`config.mk`:
```
export PLATFORM = sky130hd
export DESIGN_NAME = pfnb_ram
export DESIGN_NICKNAME = d
export VERILOG_FILES = /design/src/design/assert_macros.svh /design/src/design/pfnb_ram.sv
export SDC_FILE = /design/constraint.sdc
export NUM_CORES = 1
export LEC_CHECK = 0
export BUFFER_PORTS_ARGS = -buffer_cell sky130_fd_sc_hd__buf_2
export CAP_MARGIN = 20
export CORE_MARGIN = 2
export CORE_UTILIZATION = 30
export DETAILED_ROUTE_END_ITERATION = 6
export PLACE_DENSITY = 0.54
export SYNTH_ARGS = -nofsm -noshare
export SYNTH_HDL_FRONTEND = slang
export SYNTH_SLANG_ARGS = --single-unit
```
`constraint.sdc`:
```
create_clock -name clk -period 1.4 [get_ports clk]
set_input_delay 0.07 -clock clk [delete_from_list [all_inputs] [get_ports clk]]
set_output_delay 0.07 -clock clk [all_outputs]
set_load 0.02 [all_outputs]
```
`src/design/assert_macros.svh`:
```
// Assertion macros for the RTL files (included by the top level).
// Define ASSERT_OFF to compile every assertion out.
`ifndef ASSERT_MACROS_SVH
`define ASSERT_MACROS_SVH
`ifndef ASSERT_OFF
// Same-cycle implication.
`define PFNB_ASSERT_IMP(lbl, ck, rs, ante, cons, msg) \
  lbl: assert property (@(posedge ck) disable iff (rs) (ante) |-> (cons)) else $error(msg);
// Next-cycle implication.
`define PFNB_ASSERT_NXT(lbl, ck, rs, ante, cons, msg) \
  lbl: assert property (@(posedge ck) disable iff (rs) (ante) |=> (cons)) else $error(msg);
`else
`define PFNB_ASSERT_IMP(lbl, ck, rs, ante, cons, msg)
`define PFNB_ASSERT_NXT(lbl, ck, rs, ante, cons, msg)
`endif
`endif

```
`src/design/pfnb_ram.sv`:
```
// ----------------------------------------------------------------------------
// pfnb_ram
// Generic single-write, single-read RAM with registered read data.
// ----------------------------------------------------------------------------
module pfnb_ram #(
  parameter int WIDTH = 8,
  parameter int DEPTH = 16
) (
  input  logic                     clk,
  input  logic                     we,
  input  logic [$clog2(DEPTH)-1:0] waddr,
  input  logic [WIDTH-1:0]         wdata,
  input  logic [$clog2(DEPTH)-1:0] raddr,
  output logic [WIDTH-1:0]         rdata
);

  logic [WIDTH-1:0] mem [DEPTH];

  always_ff @(posedge clk) begin
    if (we) begin
      mem[waddr] <= wdata;
    end
    rdata <= mem[raddr];
  end

endmodule

```
==> results of run 1 <==
repair_timing:
action | 4_1_cts | 5_1_grt
pin swaps | 0 | 2
hold buffers | 0 | 0
resized for setup | 1 | 2
endpoints found under the setup margin | 1 | 3
stage by stage:
stage | setup WS [ps] | std cells
finish | 63.9 | 525
global route | 2.50 | 525
CTS | 31.2 | 525
detailed placement | -155 | 493
global placement | -142 | 493
floorplan | 63.9 | 229
Yosys cell counts, types with 2 or more instances:
cell             instances
nand2b_1                 2
nor3_1                   4
nand2_1                  9
nor2_1                  13
mux4_2                  18
dfxtp_1                  8
edfxtp_1               128
buf_2                    3
clkdlybuf4s25_2          3
a22oi_1                 16
nand3b_1                 2
buf_6                    3
mux4_1                  14
flip-flops by register name, summed over array words and instances (netlist names):
name	count
mem	128
rdata	8
final cells by class:
cell class              count  area [um2]  share of cell area
flip-flops and latches    136        4000               0.637
multi-input cells          83        1080               0.171
clock buffers              28         497              0.0790
repair buffers             54         393              0.0625
well taps                 220         275              0.0438
clock inverters             4        43.8             0.00696
routing by layer:
layer | wire [um] | GRT usage | part of all wire | up-vias
met2 | 4870 | 0.191 | 0.47 | 60
met5 | 0 | 0 | 0 | -
li1 | - | - | - | 1099
met3 | 493 | 0.0405 | 0.048 | 17
met4 | 206 | 0.0573 | 0.020 | 0
met1 | 4740 | 0.164 | 0.46 | 1251
cell families (layout without fill, tap and decap cells):
| logic type | after synthesis | in the layout |
|---|---|---|
| AOI/OAI and AO/OA | 16 | 16 |
| buffers and inverters | 10 | 86 |
| DFF | 136 | 136 |
| muxes | 32 | 32 |
| and+or+nand+nor | 35 | 35 |
cell usage in the layout (no fill, tap or decap), types with 2 or more instances in the layout:
cell / netlist / layout
nor3_1: 4 / 3
a22oi_2: 0 / 3
buf_2: 3 / 25
mux4_1: 14 / 14
mux4_2: 18 / 18
edfxtp_1: 128 / 128
nor2_1: 13 / 13
clkinv_2: 0 / 2
nand2b_1: 2 / 2
nand2_1: 9 / 9
buf_4: 1 / 25
clkbuf_1: 0 / 8
clkbuf_16: 0 / 17
nand3b_1: 2 / 2
dfxtp_1: 8 / 8
a22oi_1: 16 / 13
buf_12: 0 / 4
clkbuf_8: 0 / 3
worst paths after layout:
| path | from | slack [ps] | end | cells after the start |
|---|---|---|---|---|
| max | mem[1][5] | 60 | rdata[5] | 3 |
| min reg2reg | mem[15][1] | 670 | rdata[1] | 3 |
| min | wdata[6] | 40 | mem[5][6] | 1 |
| max reg2reg | mem[1][5] | 60 | rdata[5] | 3 |
report_power, final:
| part | internal [mW] | switching [mW] |
|---|---|---|
| sequential | 4.56 | 0.0243 |
| combinational | 0.204 | 0.278 |
| clock | 2.57 | 1.46 |
==> impl_metrics.ini, run 1 <==
[sta]
period_needed_ps = 1340
rsz0062_at_grt = false
setup_viol = 0
finalHoldViolations = 0
fin_skew_ps = 4.41
setup-tns-final_ps = 0
worst_pin_slew_ps = 785
fin_hold_ws_ps = 44.8
slew_viol_final = 0
clock.fmax_mhz = 748
finalCritPeriodShare = 0.954
max_slew_margin = 0.476

[detailed_routing]
via_per_inst = 4.62
post_drt_wl_per_cell_um = 19.6
first_pass_iters = 4
ant_nets = 0
dr.first_iter.drc_count = 182
drt-total-wl_um = 10300
drc = 0
num_vias = 2427

[placed_design]
io_buffers = 25
dp_hpwl_um = 6800
placed_area_um2 = 5730
gp_congestion = 0.724

[critical_path]
crit_type = flop to flop
slowest_stage = mux4_1
path_max_fanout = 1
path_buf_inv = 0
cp.arrival_ps = 1630
start_kind = flop
path_delay_family = multiplexers
max_stage_delay_ps = 500
path_cells = mux4_1, a22oi_1, nand2_1
end_kind = flop
cp_data_required_time_ps = 1690

[grt]
grt_pass1_vias = 2655
grt_usage = 0.125
grt_max_degree = 22
grt_first_pass_wirelength_um = 16100
antenna_found_initial = 0
gr-total-overflow = 0

[yosys]
synth_xor_area_frac = 0
syn-num-nets = 247
syn-cell-area_um2 = 5150
synthAdderAreaFrac = 0
synth_edf_count = 128
postSynthRegisterBits = 136
synth_top_area_share = 0.747
synth-compound-area-share = 0.0233
synth_top_family_by_area = multiplexers
synthArstFlopShare = 0
synth_area_leaders = edfxtp_1, mux4_2, mux4_1
seq_area_frac_synth = 0.778
yosysWarnings = 0
syn_avg_cell_area_um2 = 22.5
synth-simple-area-share = 0.0318
synth_top_cell_by_area = edfxtp_1
synthMuxAreaShare = 0.150
netlist_instances = 229
ys_types = 19
synth_flop_cell = edfxtp_1

[floorplanning]
num_io_pins = 26
dieArea_um2 = 18200
dieWidth_um = 135
coreArea_um2 = 16700
row_count = 47
die_height_um = 135
initial_utilization = 0.308

[clocking]
cts_tree = built
clk_pin_slew_ps = 50
cts_buffers = 17
cts-htree-levels = 4
ctsRootBufferMaster = clkbuf_16
clk_path_buf_depth = 2
insertion_delay_ps = 410
cts.sinks = 136
cts_setup_buffers = 0

[power_and_ir_drop]
p_total_mw = 9.09
vdd_drop_max_mv = 0.815
leakagePower_nw = 2.13
power-per-cell-area_nw_per_um2 = 1450

[final_layout]
syn_to_final_growth_pct = 22.2
drive_gt1_frac = 0.328
fillers = 1524
diodes = 0
post-route-util = 0.377
nets = 310
final_area_um2 = 6290

[worst_hold_path]
hold_class = input port to flop

[run_status]
outcome = finished, final reports clean

[job]
maxCapViolations = 0
Power figures use the tool's default switching activity.
==> run 2: changes to the inputs <==
--- a/config.mk
+++ b/config.mk
@@ -5,12 +5,14 @@
 export SDC_FILE = /design/constraint.sdc
 export NUM_CORES = 1
 export LEC_CHECK = 0
+export ABC_AREA = 1
 export BUFFER_PORTS_ARGS = -buffer_cell sky130_fd_sc_hd__buf_2
 export CAP_MARGIN = 20
 export CORE_MARGIN = 2
 export CORE_UTILIZATION = 30
 export DETAILED_ROUTE_END_ITERATION = 6
 export PLACE_DENSITY = 0.54
+export REMOVE_ABC_BUFFERS = 1
 export SYNTH_ARGS = -nofsm -noshare
 export SYNTH_HDL_FRONTEND = slang
 export SYNTH_SLANG_ARGS = --single-unit
==> run 2 against run 1 <==
Net effect: worst hold slack better by 12 ps; combinational power rose by 23%; global-route usage increased by 1.7 points; worst setup slack improved by 320 ps; non-clock buffer count down 3; register-to-register slack better by 360 ps.
==> impl_metrics.ini, run 2 <==
[yosys]
synthArstFlopShare = 0
synth_top_area_share = 0.667
netlist_instances = 551
ys_types = 12
synth_edf_count = 128
synth_most_common_cell = nand2_1
synth_top_cell_by_area = edfxtp_1
seq_area_frac_synth = 0.694
synth_common_cells = nand2_1, edfxtp_1, inv_1
synth_area_leaders = edfxtp_1, nand2_1, nand3_1
synth_flop_cell = edfxtp_1
syn_avg_cell_area_um2 = 10.5
yosysWarnings = 0
postSynthRegisterBits = 136
syn-cell-area_um2 = 5770

[final_layout]
final_area_um2 = 6860
fillers = 1868
nets = 615
final_common_cell = nand2_1
diodes = 0
layout_common_cells = nand2_1, edfxtp_1, inv_1
largest_reg_flops = 128
syn_to_final_growth_pct = 18.9
post-route-util = 0.365
stdcell_count = 843
largest_register = mem
drive_gt1_frac = 0.130
reg_top3 = mem (128), rdata (8)

[floorplanning]
coreArea_um2 = 18800
row_count = 50
die_height_um = 143
initial_utilization = 0.307
dieWidth_um = 143
dieArea_um2 = 20300
num_io_pins = 26

[sta]
slew_viol_final = 0
rsz0062_at_grt = false
max_slew_margin = 0.745
setup-tns-final_ps = 0
clock.fmax_mhz = 988
period_needed_ps = 1010
setup_viol = 0
finalCritPeriodShare = 0.723
worst_pin_slew_ps = 382
fin_skew_ps = 4.27
finalHoldViolations = 0

[power_and_ir_drop]
comb_power_share = 0.061
vdd_drop_max_mv = 0.863
p_sw_mw = 1.99
power-per-cell-area_nw_per_um2 = 1410
swShare = 0.206
leakagePower_nw = 2.96
p_int_mw = 7.68
p_seq_frac = 0.474
p_clk_frac = 0.465

[clocking]
post_cts_resized = 0
ctsRootBufferMaster = clkbuf_16
clk_path_buf_depth = 2
cts_setup_buffers = 0
cts_hold_buf = 0
cts_tree = built
insertion_delay_ps = 410
cts-htree-levels = 4
cts.sinks = 136
cts_buffers = 17
clk_pin_slew_ps = 60

[grt]
grt_first_pass_wirelength_um = 21300
grt_usage = 0.143
antenna_found_initial = 0
gr-total-overflow = 0
grt_max_degree = 40
grt_pass1_vias = 3899

[critical_path]
path_delay_family = flip-flops
crit_type = flop to output port
max_stage_delay_ps = 350
slowest_stage = dfxtp_1
end_kind = output port
cp_data_required_time_ps = 1330
path_cells = buf_2
start_kind = flop
path_buf_inv = 1
path_max_fanout = 1
cp.arrival_ps = 940

[placed_design]
io_buffers = 25
dp_hpwl_um = 8600
placed_area_um2 = 6260
dp.cells = 812
gp_congestion = 0.863

[job]
maxCapViolations = 0

[detailed_routing]
post_drt_wl_per_cell_um = 15.6
ant_nets = 0
num_vias = 3771
dr.first_iter.drc_count = 312
drt-total-wl_um = 13200
drc = 0
via_per_inst = 4.47
first_pass_iters = 4

[run_status]
outcome = finished, final reports clean

[worst_hold_path]
hold_class = input port to flop
## run 2: changes by cell type in the layout (fill, tap and decap cells not counted), sizes merged, moves of 4 or more
cell    previous run  this run
nand3              1        97
clkbuf            28        20
nand2              9       173
nor2              13        17
inv                0       102
nor3               4         0
mux4              32         0
a22oi             16         0
## run 2: final cells by class
class	instances	area, um2	share of cell area
Sequential cell	136	4000	0.584
Multi-Input combinational cell	289	1210	0.177
Clock buffer	20	437	0.0637
Inverter	102	383	0.0558
Timing Repair Buffer	51	370	0.0540
Tap cell	234	293	0.0427
Clock inverter	11	155	0.0226
## run 2: per-layer routing
metal,vias up,GRT usage,wire [um]
met3,16,0.0402,1050
met4,0,0.0516,189
met2,109,0.218,5990
li1,1866,-,-
met5,-,0,0
met1,1780,0.194,5950
## run 2: final timing paths
kind,from,slack (ps),to,depth (start not counted)
min reg2reg,mem[10][3],670,rdata[3],6
max reg2reg,mem[0][6],420,rdata[6],6
min,wdata[2],60,mem[3][2],1
max,rdata[2],390,rdata[2],1
## run 2: cells by family (layout without fill, tap and decap cells)
group / count (synthesis) / count (layout) / share of synthesized area
buf+inv: 126 / 184 / 0.0952
flops: 136 / 136 / 0.694
simple gates: 289 / 289 / 0.210
## run 2: power by group through the flow
stage          sequential (mW)  combinational (mW)  clock [mW]
6_report                  4.58               0.592        4.49
5_1_grt                   4.59               0.673        4.77
4_1_cts                   4.58               0.603        4.58
3_5_place_dp              4.66               0.601           0
3_3_place_gp              4.66               0.595           0
2_1_floorplan             4.69               0.246           0
## run 2: through the flow
step           hold slack, ps  power, mW  worst slack (ps)
2_1_floorplan             169       4.94               350
3_3_place_gp              485       5.26               273
3_5_place_dp              487       5.26               277
4_1_cts                  50.6       9.76               378
5_1_grt                  58.8       10.0               331
6_report                 56.7       9.67               388
==> run 3: changes to the inputs <==
==> constraint.sdc (replaced) <==
create_clock -name clk -period 0.8 [get_ports clk]
set_input_delay 0.04 -clock clk [delete_from_list [all_inputs] [get_ports clk]]
set_output_delay 0.04 -clock clk [all_outputs]
set_load 0.02 [all_outputs]
==> run 3 against run 2 <==
Net effect: the flow now finishes with violations (negative setup slack); cell count is 0.71% higher; total power up 71%; die area unchanged; sequential cell count is the same; routed wire length rose by 6.7%; largest cell class unchanged.
==> impl_metrics.ini, run 3 (synthesis results as in run 2) <==
[run_status]
outcome = complete, but fails checks
violations = negative setup slack

[grt]
use_met3 = 0.0433
grt_usage = 0.148
antenna_found_initial = 0
met2_usage = 0.227
busiest_layer = met2
gr-total-overflow = 0
use_met1 = 0.201
grt_max_degree = 65
grt_pass1_vias = 3757
grt_first_pass_wirelength_um = 21600

[final_layout]
nets = 621
syn_to_final_growth_pct = 23.4
layout_common_cells = nand2_1, edfxtp_1, inv_1
drive_gt1_frac = 0.200
stdcell_count = 849
diodes = 0
largest_reg_flops = 128
largest_register = mem
final_common_cell = nand2_1
final_area_um2 = 7120
reg_top3 = mem (128), rdata (8)

[critical_path]
max_stage_delay_ps = 370
start_kind = flop
crit_type = flop to flop
reg2reg_slack_ps = -150
critical_path.reg2reg.startpoint = mem[1][1]
path_max_fanout = 1
r2r_end = rdata[1]
end_kind = flop
crit_start = mem[1][1]
cpMostUsedCell = nand3_2
cp.arrival_ps = 1260
cp-endpoint = rdata[1]
r2r_cells = 6
cp_data_required_time_ps = 1110
path_cells = inv_1, nand2_1, nand3_2, nand3_2, nand3_4, nand2_2
slowest_stage = edfxtp_1

[sta]
fin_skew_ps = 8.44
rsz0062_at_grt = true
slew_viol_final = 0
worst_pin_slew_ps = 437
finalHoldViolations = 0
max_slew_margin = 0.708
finalCritPeriodShare = 1.19
setup-tns-final_ps = -2000
setup_slack_ps = -151
period_needed_ps = 951
setup_viol = 16
clock.fmax_mhz = 1050

[floorplanning]
dieArea_um2 = 20300
die_height_um = 143
row_count = 50
coreArea_um2 = 18800
dieWidth_um = 143
num_io_pins = 26
initial_utilization = 0.307

[clocking]
insertion_delay_ps = 420
cts_setup_buffers = 0
ctsRootBufferMaster = clkbuf_16
cts_tree = built
cts_buffers = 17
cts-htree-levels = 4
clk_pin_slew_ps = 60
clk_path_buf_depth = 2
cts.sinks = 136

[power_and_ir_drop]
power-per-cell-area_nw_per_um2 = 2320
vdd_drop_max_mv = 1.37
leakagePower_nw = 3.06

[detailed_routing]
via_per_inst = 4.54
drt-total-wl_um = 14100
post_drt_wl_per_cell_um = 16.6
dr.first_iter.drc_count = 324
first_pass_iters = 5
drc = 0
ant_nets = 0
num_vias = 3855

[worst_hold_path]
hold_class = input port to flop
holdPathStages = 1
hp-start = wdata[2]

[placed_design]
dp.cells = 817
io_buffers = 25
gp_congestion = 0.781
dp_hpwl_um = 8910
placed_area_um2 = 6330

[job]
maxCapViolations = 0
## run 3: cell count changes in the layout (fill, tap and decap cells not counted), moves of 3 or more
| cell | change |
|---|---|
| buf_2 | -8 |
| buf_4 | +3 |
| buf_6 | +8 |
| bufinv_16 | -3 |
| clkbuf_1 | +3 |
| clkbuf_8 | +4 |
| dfxtp_1 | -7 |
| dfxtp_2 | +6 |
| nand3_1 | -30 |
| nand3_2 | +28 |
## run 3: timing repair
item	in CTS	in global routing
gates resized for setup	45	14
endpoints found under the hold margin	2	0
pin swaps	20	13
endpoints found under the setup margin	16	16
hold buffers	1	0
## run 3: worst min path at each step
stage                      endpoint  slack (ps)
after floorplan           mem[0][0]         140
after global placement     rdata[6]         360
after detailed placement   rdata[6]         350
after CTS                 mem[2][2]          40
after global routing      mem[7][4]          50
final                     mem[2][2]          50
## run 3: worst max-delay path, delay by kind of cell (launching register included)
family	cells	cell delay, ps
buf+inv	1	60
flops	1	370
simple gates	5	410
## run 3: through the flow
step	hold WS [ps]	utilization	worst slack [ps]	power, mW
2_1_floorplan	139	-	-220	8.64
3_3_place_gp	361	0.337	-371	9.27
3_5_place_dp	349	0.337	-382	9.29
4_1_cts	39.8	0.375	-165	16.7
5_1_grt	46.0	0.379	-243	17.1
6_report	51.3	0.379	-151	16.5
## run 3: layout make-up
cell class | instances | area [um2]
clock buffers | 27 | 503
clock inverters | 4 | 45.0
fillers | 1850 | 11700
inverters | 102 | 383
multi-input cells | 289 | 1380
flip-flops and latches | 136 | 4020
well taps | 234 | 293
repair buffers | 57 | 493
## run 3: metal layers
layer | up-vias | part of all wire
met3 | 18 | 0.048
met5 | - | 0
met2 | 106 | 0.46
met4 | 0 | 0.016
li1 | 1875 | -
met1 | 1856 | 0.48
## run 3: where the power goes
group / leakage (nW) / internal, mW / switching (mW) / total [mW]
clock: 0.271 / 4.57 / 2.68 / 7.24
sequential: 1.22 / 7.98 / 0.0700 / 8.05
combinational: 1.56 / 0.436 / 0.808 / 1.24
