`src/design/assert_macros.svh`:
```
// Assertion macros for the RTL files (included by the top level).
// Define ASSERT_OFF to compile every assertion out.
`ifndef ASSERT_MACROS_SVH
`define ASSERT_MACROS_SVH
`ifndef ASSERT_OFF
// Same-cycle implication.
`define PFNB_ASSERT_IMP(lbl, ck, rs, ante, cons, msg) \
  lbl: assert property (@(posedge ck) disable iff (rs) (ante) |-> (cons)) else $error(msg);
// Next-cycle implication.
`define PFNB_ASSERT_NXT(lbl, ck, rs, ante, cons, msg) \
  lbl: assert property (@(posedge ck) disable iff (rs) (ante) |=> (cons)) else $error(msg);
`else
`define PFNB_ASSERT_IMP(lbl, ck, rs, ante, cons, msg)
`define PFNB_ASSERT_NXT(lbl, ck, rs, ante, cons, msg)
`endif
`endif

```
`src/design/pfnb_pkg.sv`:
```
// ----------------------------------------------------------------------------
// pfnb_pkg
// Types, widths, codes and helpers for the phase folding block.
// ----------------------------------------------------------------------------
package pfnb_pkg;

  localparam int DEF_MAX_CHANNELS = 64;
  localparam int DEF_MAX_BINS     = 256;

  localparam int VAL_W   = 32;
  localparam int PHASE_W = 32;
  localparam int SUM_W   = 56;
  localparam int HIT_W   = 24;
  localparam int SCNT_W  = 24;
  localparam int CFG_W   = 24;
  localparam int CFG_IDX_W = 2;
  localparam int OCH_W   = 6;
  localparam int OBIN_W  = 8;
  localparam int STAT_W  = 2;

  localparam logic [CFG_IDX_W-1:0] CFG_NUM_CHANNELS = 2'd0;
  localparam logic [CFG_IDX_W-1:0] CFG_NUM_BINS     = 2'd1;
  localparam logic [CFG_IDX_W-1:0] CFG_SAMPLES      = 2'd2;

  localparam logic [STAT_W-1:0] STATUS_VALUE  = 2'd0;
  localparam logic [STAT_W-1:0] STATUS_REJECT = 2'd1;
  localparam logic [STAT_W-1:0] STATUS_EMPTY  = 2'd2;

  typedef enum logic [3:0] {
    S_CLEAR,
    S_IDLE,
    S_SREAD,
    S_ACC,
    S_RD,
    S_RDIV,
    S_MADDR,
    S_MDATA,
    S_MDIV,
    S_MFDIV
  } state_t;

  // Clamp a 56-bit quotient to the signed 32-bit range.
  function automatic logic [VAL_W-1:0] sat32(input logic [SUM_W-1:0] q);
    logic fits;
    fits = (q[SUM_W-1:VAL_W-1] == '0) || (q[SUM_W-1:VAL_W-1] == '1);
    if (fits) begin
      sat32 = q[VAL_W-1:0];
    end else if (q[SUM_W-1]) begin
      sat32 = 32'h8000_0000;
    end else begin
      sat32 = 32'h7FFF_FFFF;
    end
  endfunction

endpackage

```
`src/design/pfnb_div.sv`:
```
// ----------------------------------------------------------------------------
// pfnb_div
// Restoring divider, one quotient bit per cycle: signed 56-bit dividend by
// a nonzero unsigned 24-bit divisor, quotient truncated toward zero.
// ----------------------------------------------------------------------------
module pfnb_div import pfnb_pkg::*; (
  input  logic             clk,
  input  logic             rst,
  input  logic             start,
  input  logic [SUM_W-1:0] dividend,
  input  logic [HIT_W-1:0] divisor,
  output logic             busy,
  output logic             done,
  output logic [SUM_W-1:0] quotient
);

  localparam int CNT_W = $clog2(SUM_W);

  logic [CNT_W-1:0] cnt;
  logic             neg;
  logic [HIT_W-1:0] dsr;
  logic [HIT_W-1:0] rem;
  logic [SUM_W-1:0] quo;
  logic [HIT_W:0]   rem_sh;
  logic [HIT_W:0]   rem_diff;
  logic             ge;

  assign rem_sh   = {rem, quo[SUM_W-1]};
  assign rem_diff = rem_sh - {1'b0, dsr};
  assign ge       = rem_sh >= {1'b0, dsr};
  assign quotient = neg ? (~quo + 1'b1) : quo;

  always_ff @(posedge clk) begin
    if (rst) begin
      busy <= 1'b0;
      done <= 1'b0;
      cnt  <= '0;
    end else begin
      done <= 1'b0;
      if (start) begin
        busy <= 1'b1;
        cnt  <= '0;
        neg  <= dividend[SUM_W-1];
        quo  <= dividend[SUM_W-1] ? (~dividend + 1'b1) : dividend;
        rem  <= '0;
        dsr  <= divisor;
      end else if (busy) begin
        rem <= ge ? rem_diff[HIT_W-1:0] : rem_sh[HIT_W-1:0];
        quo <= {quo[SUM_W-2:0], ge};
        cnt <= cnt + 1'b1;
        if (cnt == CNT_W'(SUM_W - 1)) begin
          busy <= 1'b0;
          done <= 1'b1;
        end
      end
    end
  end

endmodule
```
`config.mk`:
```
export PLATFORM = sky130hd
export DESIGN_NAME = pfnb_div
export DESIGN_NICKNAME = d
export VERILOG_FILES = /design/src/design/assert_macros.svh /design/src/design/pfnb_pkg.sv /design/src/design/pfnb_div.sv
export SDC_FILE = /design/constraint.sdc
export NUM_CORES = 1
export LEC_CHECK = 0
export BUFFER_PORTS_ARGS = -buffer_cell sky130_fd_sc_hd__clkbuf_2
export CELL_PAD_IN_SITES_DETAIL_PLACEMENT = 1
export CELL_PAD_IN_SITES_GLOBAL_PLACEMENT = 2
export CORE_MARGIN = 3
export CORE_UTILIZATION = 38
export DETAILED_ROUTE_END_ITERATION = 8
export PLACE_DENSITY_LB_ADDON = 0.1
export SETUP_SLACK_MARGIN = 0.15
export SYNTH_ARGS = -nofsm -noshare
export SYNTH_HDL_FRONTEND = slang
export SYNTH_SLANG_ARGS = --single-unit
```
`constraint.sdc`:
```
create_clock -name clk -period 16.2 [get_ports clk]
set_input_delay 3.24 -clock clk [delete_from_list [all_inputs] [get_ports clk]]
set_output_delay 3.24 -clock clk [all_outputs]
set_load 0.05 [all_outputs]
```
==> flow_metrics.py, run 1 <==
metrics = {
    "clock_tree": {
        "postCtsHoldBufs": 0,
        "cts_buffers": 17,
        "cts.htree.levels": 4,
        "clkLatencyLatePin_ps": 420,
        "clockRootBuffer": "clkbuf_16",
        "clockBufferDepth": 2,
        "cts_tree": "built",
        "cts.repair.resized": 0,
        "path_clk_slew_ps": 60,
        "postCtsSetupBuffers": 0,
        "cts_sinks": 113,
    },
    "worst_setup_path": {
        "cpPeakStageDelay_ps": 570,
        "reg2reg_slack_ps": 12550,
        "worstPathArrival_ps": 4260,
        "crit_chain": "or4_4 -> or4_4 -> or4_4 -> or3_4 -> or3_4 -> or3_4 -> o41ai_2 -> xnor2_1 -> clkbuf_2",
        "crit_type": "reg -> out",
        "cp_data_required_time_ps": 12960,
        "worst_setup_path_end_kind": "output port",
        "critPathMaxFanout": 4,
        "startpoint_type": "flop",
        "cp_slowest_cell": "or4_4",
    },
    "timing": {
        "setup_viol_count_final": 0,
        "rsz0062_at_grt": "false",
        "final_max_slew_viol_count": 0,
        "fin_skew_ps": 10.3,
        "worst_slew_pin_slew_ps": 1090,
        "fmaxAchievable_ghz": 0.133,
        "relSlewSlack": 0.272,
        "totalNegativeSetupSlack_ps": 0,
        "final-hold-violation-count": 0,
        "period_share": 0.463,
        "timing.final.ws_setup_ps": 8700,
        "fin_crit_ps": 7500,
    },
    "yosys": {
        "async_reset_ff_frac": 0,
        "synth_area_um2": 7950,
        "ys.flop_type": "edfxtp_1",
        "synth_cell_types": 55,
        "syn_area_per_cell_um2": 9.24,
        "synth_edf_count": 105,
        "synthCells": 860,
        "ys_seq_area_frac": 0.417,
        "ys.warnings.count": 0,
        "synth_seq_cells": 113,
        "syn_nets": 971,
    },
    "placement": {
        "port_buffers": 140,
        "place.gp.congestion": 0.776,
        "dp.cells": 1236,
        "place_ws_ps": 9170,
        "hpwlAfterDp_um": 16600,
    },
    "power_and_ir_drop": {
        "power_density_nw_per_um2": 109,
        "finalPower_mw": 1.03,
        "leakagePower_nw": 3.63,
        "vdd.ir_drop.worst_v": 0.0000624,
    },
    "global_routing": {
        "antenna_found_initial": 3,
        "grt_overflow": 0,
        "track_usage": 0.207,
        "grt_pass1_vias": 6963,
        "grt_max_degree": 100,
        "grt_pass1_wl_um": 36800,
    },
    "floorplanning": {
        "initial_core_util": 0.390,
        "die_w_um": 151,
        "top_level_ports": 141,
        "die_y_um": 151,
        "rows": 52,
        "dieArea_um2": 22700,
        "core-area_um2": 20400,
    },
    "detailed_routing": {
        "wire_per_inst_um": 18.2,
        "vias": 6837,
        "ant_nets": 0,
        "post_drt_via_cell_ratio": 5.39,
        "routed_wl_um": 23100,
        "first_iter_violations": 292,
        "drc": 0,
        "firstDrtPassIters": 4,
    },
    "cells_and_area": {
        "drive_above_1_share": 0.192,
        "fin_cells": 1268,
        "syn_to_final_growth_pct": 19.1,
        "regArea_um2": 3310,
        "multiInputGateArea_um2": 4360,
        "fill_cells": 2375,
        "layout.nets": 1096,
    },
    "worst_hold_path": {
        "hold_path_class": "reg -> reg",
    },
    "run": {
        "max_cap_violations": 0,
    },
    "run_status": {
        "outcome": "finished, final reports clean",
    },
}
-- final timing paths --
check / end / startpoint / cells after the start
worst max-delay path: quotient[52] / quo[20] / 9
worst min-delay path: cnt[5] / cnt[5] / 2
worst max register to register: rem[23] / rem[9] / 10
worst min register to register: cnt[5] / cnt[5] / 2
-- sequential cells by signal, summed over array words and instances (netlist names) --
name  flops
cnt       6
quo      56
dsr      24
neg       1
done      1
busy      1
rem      24
-- cell usage after synthesis (3+ instances only) --
cell | count | area [um2]
edfxtp_1 | 105 | 3150
nor2_1 | 97 | 364
a21oi_1 | 83 | 415
xnor2_1 | 67 | 587
nand2_1 | 61 | 229
o21ai_0 | 61 | 305
xor2_1 | 61 | 534
inv_1 | 38 | 143
clkbuf_1 | 36 | 135
o31ai_1 | 32 | 240
ha_1 | 27 | 338
o41ai_1 | 18 | 158
or4_1 | 16 | 120
nand3_1 | 15 | 75.1
or3_1 | 15 | 93.8
nor3_1 | 13 | 65.1
a21o_1 | 12 | 90.1
nand4_1 | 12 | 75.1
a211oi_1 | 8 | 60.1
dfxtp_1 | 8 | 160
nor2b_1 | 6 | 37.5
mux2i_1 | 5 | 50.1
a31oi_1 | 4 | 25.0
nand2b_1 | 4 | 25.0
nand3b_1 | 4 | 30.0
nor4_1 | 4 | 25.0
or2_2 | 4 | 25.0
o21a_1 | 3 | 22.5
o21bai_1 | 3 | 22.5
o22ai_1 | 3 | 18.8
or3_4 | 3 | 33.8
or4_4 | 3 | 33.8
-- cells in the final DEF, fill, tap and decap left out, types with 4 or more instances in the layout --
master        n
ha_1         27
nor4_1        4
nand2b_1      4
a21oi_1      83
nor3_1       13
nor2b_1       6
or2_2         4
nand2_1      61
nand3_1      15
xnor2_1      67
o41ai_1      18
clkinvlp_4    7
clkbuf_2    139
mux2i_1       5
o31ai_1      32
or3_1        15
o21ai_0      61
clkbuf_8      4
clkbuf_16    17
nand3b_1      4
or4_1        16
inv_1        38
nand4_1      12
a21o_1       12
a211oi_1      8
edfxtp_1    105
dfxtp_1       8
xor2_1       61
nor2_1       94
buf_4         6
a31oi_1       4
-- power breakdown --
group	leakage, nW	switching, mW	internal (mW)
registers	1.06	0.0189	0.351
logic	2.32	0.201	0.0975
clock network	0.256	0.136	0.226
total	3.63	0.356	0.674
-- kinds of logic after synthesis --
kind of cell               count (synthesis)  synth area share
buffers and inverters                     77            0.0368
AOI/OAI and AO/OA                        245             0.191
muxes                                      6           0.00772
DFF                                      113             0.417
xor gates and xnor gates                 128             0.141
and+or+nand+nor                          263             0.161
adders and majority gates                 28            0.0450
-- critical path: cells and delay by family, from the launching register on --
family	cells	cell delay [ps]
xor gates and xnor gates	1	160
AOI/OAI and AO/OA	1	240
and+or+nand+nor	6	2670
buffers and inverters	1	300
DFF	1	450
-- per-stage QoR --
stage	hold slack [ps]	instance area, um2	util
after floorplan	454	7950	-
after global placement	479	8890	0.437
after detailed placement	496	8890	0.437
after CTS	509	9470	0.465
after global routing	548	9470	0.465
final	500	9470	0.465
-- final cells by class --
class	count	area share
repair buffers	145	0.0782
clock inverters	8	0.00872
clock buffers	23	0.0515
diodes	1	0.000264
multi-input cells	670	0.461
flip-flops and latches	113	0.350
well taps	270	0.0357
inverters	38	0.0151
-- per-layer routing --
layer / up-vias / global-route usage / part of all wire
met3: 26 / 0.0409 / 0.035
met2: 113 / 0.363 / 0.50
li1: 3422 / - / -
met1: 3272 / 0.259 / 0.45
met5: - / 0 / 0.0010
met4: 4 / 0.0558 / 0.013
(Power assumes the default switching activity.)
==> run 2, diff against run 1 <==
--- a/config.mk
+++ b/config.mk
@@ -9,7 +9,7 @@
 export CELL_PAD_IN_SITES_DETAIL_PLACEMENT = 1
 export CELL_PAD_IN_SITES_GLOBAL_PLACEMENT = 2
 export CORE_MARGIN = 3
-export CORE_UTILIZATION = 38
+export CORE_UTILIZATION = 32
 export DETAILED_ROUTE_END_ITERATION = 8
 export PLACE_DENSITY_LB_ADDON = 0.1
 export SETUP_SLACK_MARGIN = 0.15
==> constraint.sdc (replaced) <==
create_clock -name clk -period 6.4 [get_ports clk]
set_input_delay 1.28 -clock clk [delete_from_list [all_inputs] [get_ports clk]]
set_output_delay 1.28 -clock clk [all_outputs]
set_load 0.05 [all_outputs]
==> run 2 against run 1 <==
Die area is 18% higher. Cell count grew 4.5%. Non-clock buffer count is 3 higher. Cell area up 0.56%. Routed wire length grew 2.0%. Worst hold slack got worse by 16 ps. Power is 150% higher. Via count is 0.54% higher. Combinational power rose to 2.5 times the previous value. Setup slack got worse by 7800 ps. Sequential power grew to 2.5 times the previous value. Sequential cell count unchanged. Largest cell class unchanged. Largest power group unchanged. Highest routed layer is now met4.
==> flow_metrics.py, run 2 (same netlist as run 1, synthesis figures left out) <==
metrics = {
    "run_status": {
        "outcome": "finished, final reports clean",
    },
    "power_and_ir_drop": {
        "power_density_nw_per_um2": 270,
        "leakagePower_nw": 3.67,
        "vdd.ir_drop.worst_v": 0.000178,
    },
    "global_routing": {
        "antenna_found_initial": 0,
        "grt_pass1_wl_um": 37600,
        "grt_overflow": 0,
        "grt_max_degree": 94,
        "grt_pass1_vias": 6982,
        "track_usage": 0.177,
    },
    "worst_setup_path": {
        "rr_worst_depth": 11,
        "cp_data_required_time_ps": 5120,
        "critPathMaxFanout": 4,
        "startpoint_type": "flop",
        "rr_startpoint": "quo[55]",
        "worstPathArrival_ps": 4250,
        "crit_type": "reg -> out",
        "reg2reg_slack_ps": 2750,
        "r2r-end": "rem[22]",
        "worst_setup_path_end_kind": "output port",
    },
    "clock_tree": {
        "cts_tree": "built",
        "postCtsSetupBuffers": 0,
        "cts_buffers": 17,
        "clockRootBuffer": "clkbuf_16",
        "cts.repair.resized": 0,
        "clkLatencyLatePin_ps": 410,
        "postCtsHoldBufs": 0,
        "clockBufferDepth": 2,
        "cts_sinks": 113,
        "cts.htree.levels": 4,
        "path_clk_slew_ps": 60,
    },
    "timing": {
        "final-hold-violation-count": 0,
        "rsz0062_at_grt": "false",
        "worst_slew_pin_slew_ps": 1120,
        "final_max_slew_viol_count": 0,
        "timing.final.ws_setup_ps": 873,
        "setup_viol_count_final": 0,
        "fin_skew_ps": 9.64,
        "relSlewSlack": 0.252,
        "fin_crit_ps": 5530,
        "fmaxAchievable_ghz": 0.181,
        "totalNegativeSetupSlack_ps": 0,
        "period_share": 0.864,
    },
    "detailed_routing": {
        "firstDrtPassIters": 4,
        "first_iter_violations": 328,
        "drc": 0,
        "drt-met1-wl_um": 11700,
        "routed_wl_um": 23600,
        "ant_nets": 0,
        "topRoutingLayerUsed": "met4",
        "post_drt_via_cell_ratio": 5.19,
        "vias": 6874,
        "wl_met2_um": 10800,
        "wire_per_inst_um": 17.8,
        "route.met3.wl_um": 831,
    },
    "worst_hold_path": {
        "holdPathEnd": "cnt[5]",
        "worstHoldPathCells": 2,
        "min_from": "cnt[5]",
        "hold_path_class": "reg -> reg",
    },
    "cells_and_area": {
        "mostFrequentLayoutCells": "clkbuf_2 (139), edfxtp_1 (105), nor2_1 (94)",
        "layout_commonest_cell": "clkbuf_2",
        "antenna_cells": 0,
        "drive_above_1_share": 0.196,
        "largest_register_ffs": 56,
        "regMostFlops": "quo",
        "syn_to_final_growth_pct": 19.8,
        "top_regs": "quo (56), dsr (24), rem (24)",
        "layout.nets": 1099,
        "fin_cells": 1325,
    },
    "run": {
        "max_cap_violations": 0,
    },
    "placement": {
        "place_ws_ps": 1310,
        "port_buffers": 140,
        "dp.cells": 1293,
        "place.gp.congestion": 0.779,
        "hpwlAfterDp_um": 17300,
    },
    "floorplanning": {
        "die_w_um": 164,
        "die_y_um": 164,
        "rows": 57,
        "core-area_um2": 24400,
        "dieArea_um2": 26800,
        "initial_core_util": 0.326,
        "top_level_ports": 141,
    },
}
run 2: cell count changes in the layout (fill, tap and decap cells not counted), sizes merged:
cell and change:
buf +3, bufinv -1, clkbuf -4, clkinv +6, clkinvlp -7, diode -1, inv +7
run 2: worst max path at each step:
stage / from / slack [ps] / cells after the start / endpoint
finish: quo[20] / 870 / 9 / quotient[52]
global route: quo[14] / 720 / 9 / quotient[55]
CTS: quo[20] / 840 / 9 / quotient[52]
detailed placement: quo[20] / 1310 / 9 / quotient[52]
global placement: quo[20] / 1360 / 9 / quotient[44]
floorplan: start / 640 / 4 / quo[0]
run 2: critical path: stages, from the launching register on:
cell and delay, ps:
edfxtp_1 450, or4_4 560, or4_4 440, or4_4 560, or3_4 360, or3_4 360
or3_4 380, o41ai_2 250, xnor2_1 160, clkbuf_2 300
run 2: stage by stage:
step | hold slack [ps] | area (um2) | utilization | power, mW
3_5_place_dp | 482 | 8980 | 0.368 | 1.72
4_1_cts | 491 | 9520 | 0.390 | 2.61
5_1_grt | 564 | 9520 | 0.390 | 2.72
3_3_place_gp | 481 | 8980 | 0.368 | 1.72
6_report | 484 | 9520 | 0.390 | 2.57
2_1_floorplan | 454 | 7950 | - | 1.50
run 2: report_power, final:
group	leakage [nW]	total, mW	switching (mW)	internal, mW
clock network	0.278	0.878	0.362	0.517
registers	1.06	0.937	0.0502	0.887
logic	2.33	0.758	0.511	0.247
run 2: layout make-up:
type	count	area, um2
tap	324	405
clock buffer	19	454
clock inverter	13	81.3
sequential	113	3310
fill	2886	14900
multi-input combinational	670	4360
timing repair buffer	148	763
inverter	38	143
run 2: metal layers:
metal,global-route usage,vias to the layer above
li1,-,3422
met1,0.252,3312
met2,0.285,124
met3,0.0236,16
met4,0.0442,0
met5,0,-
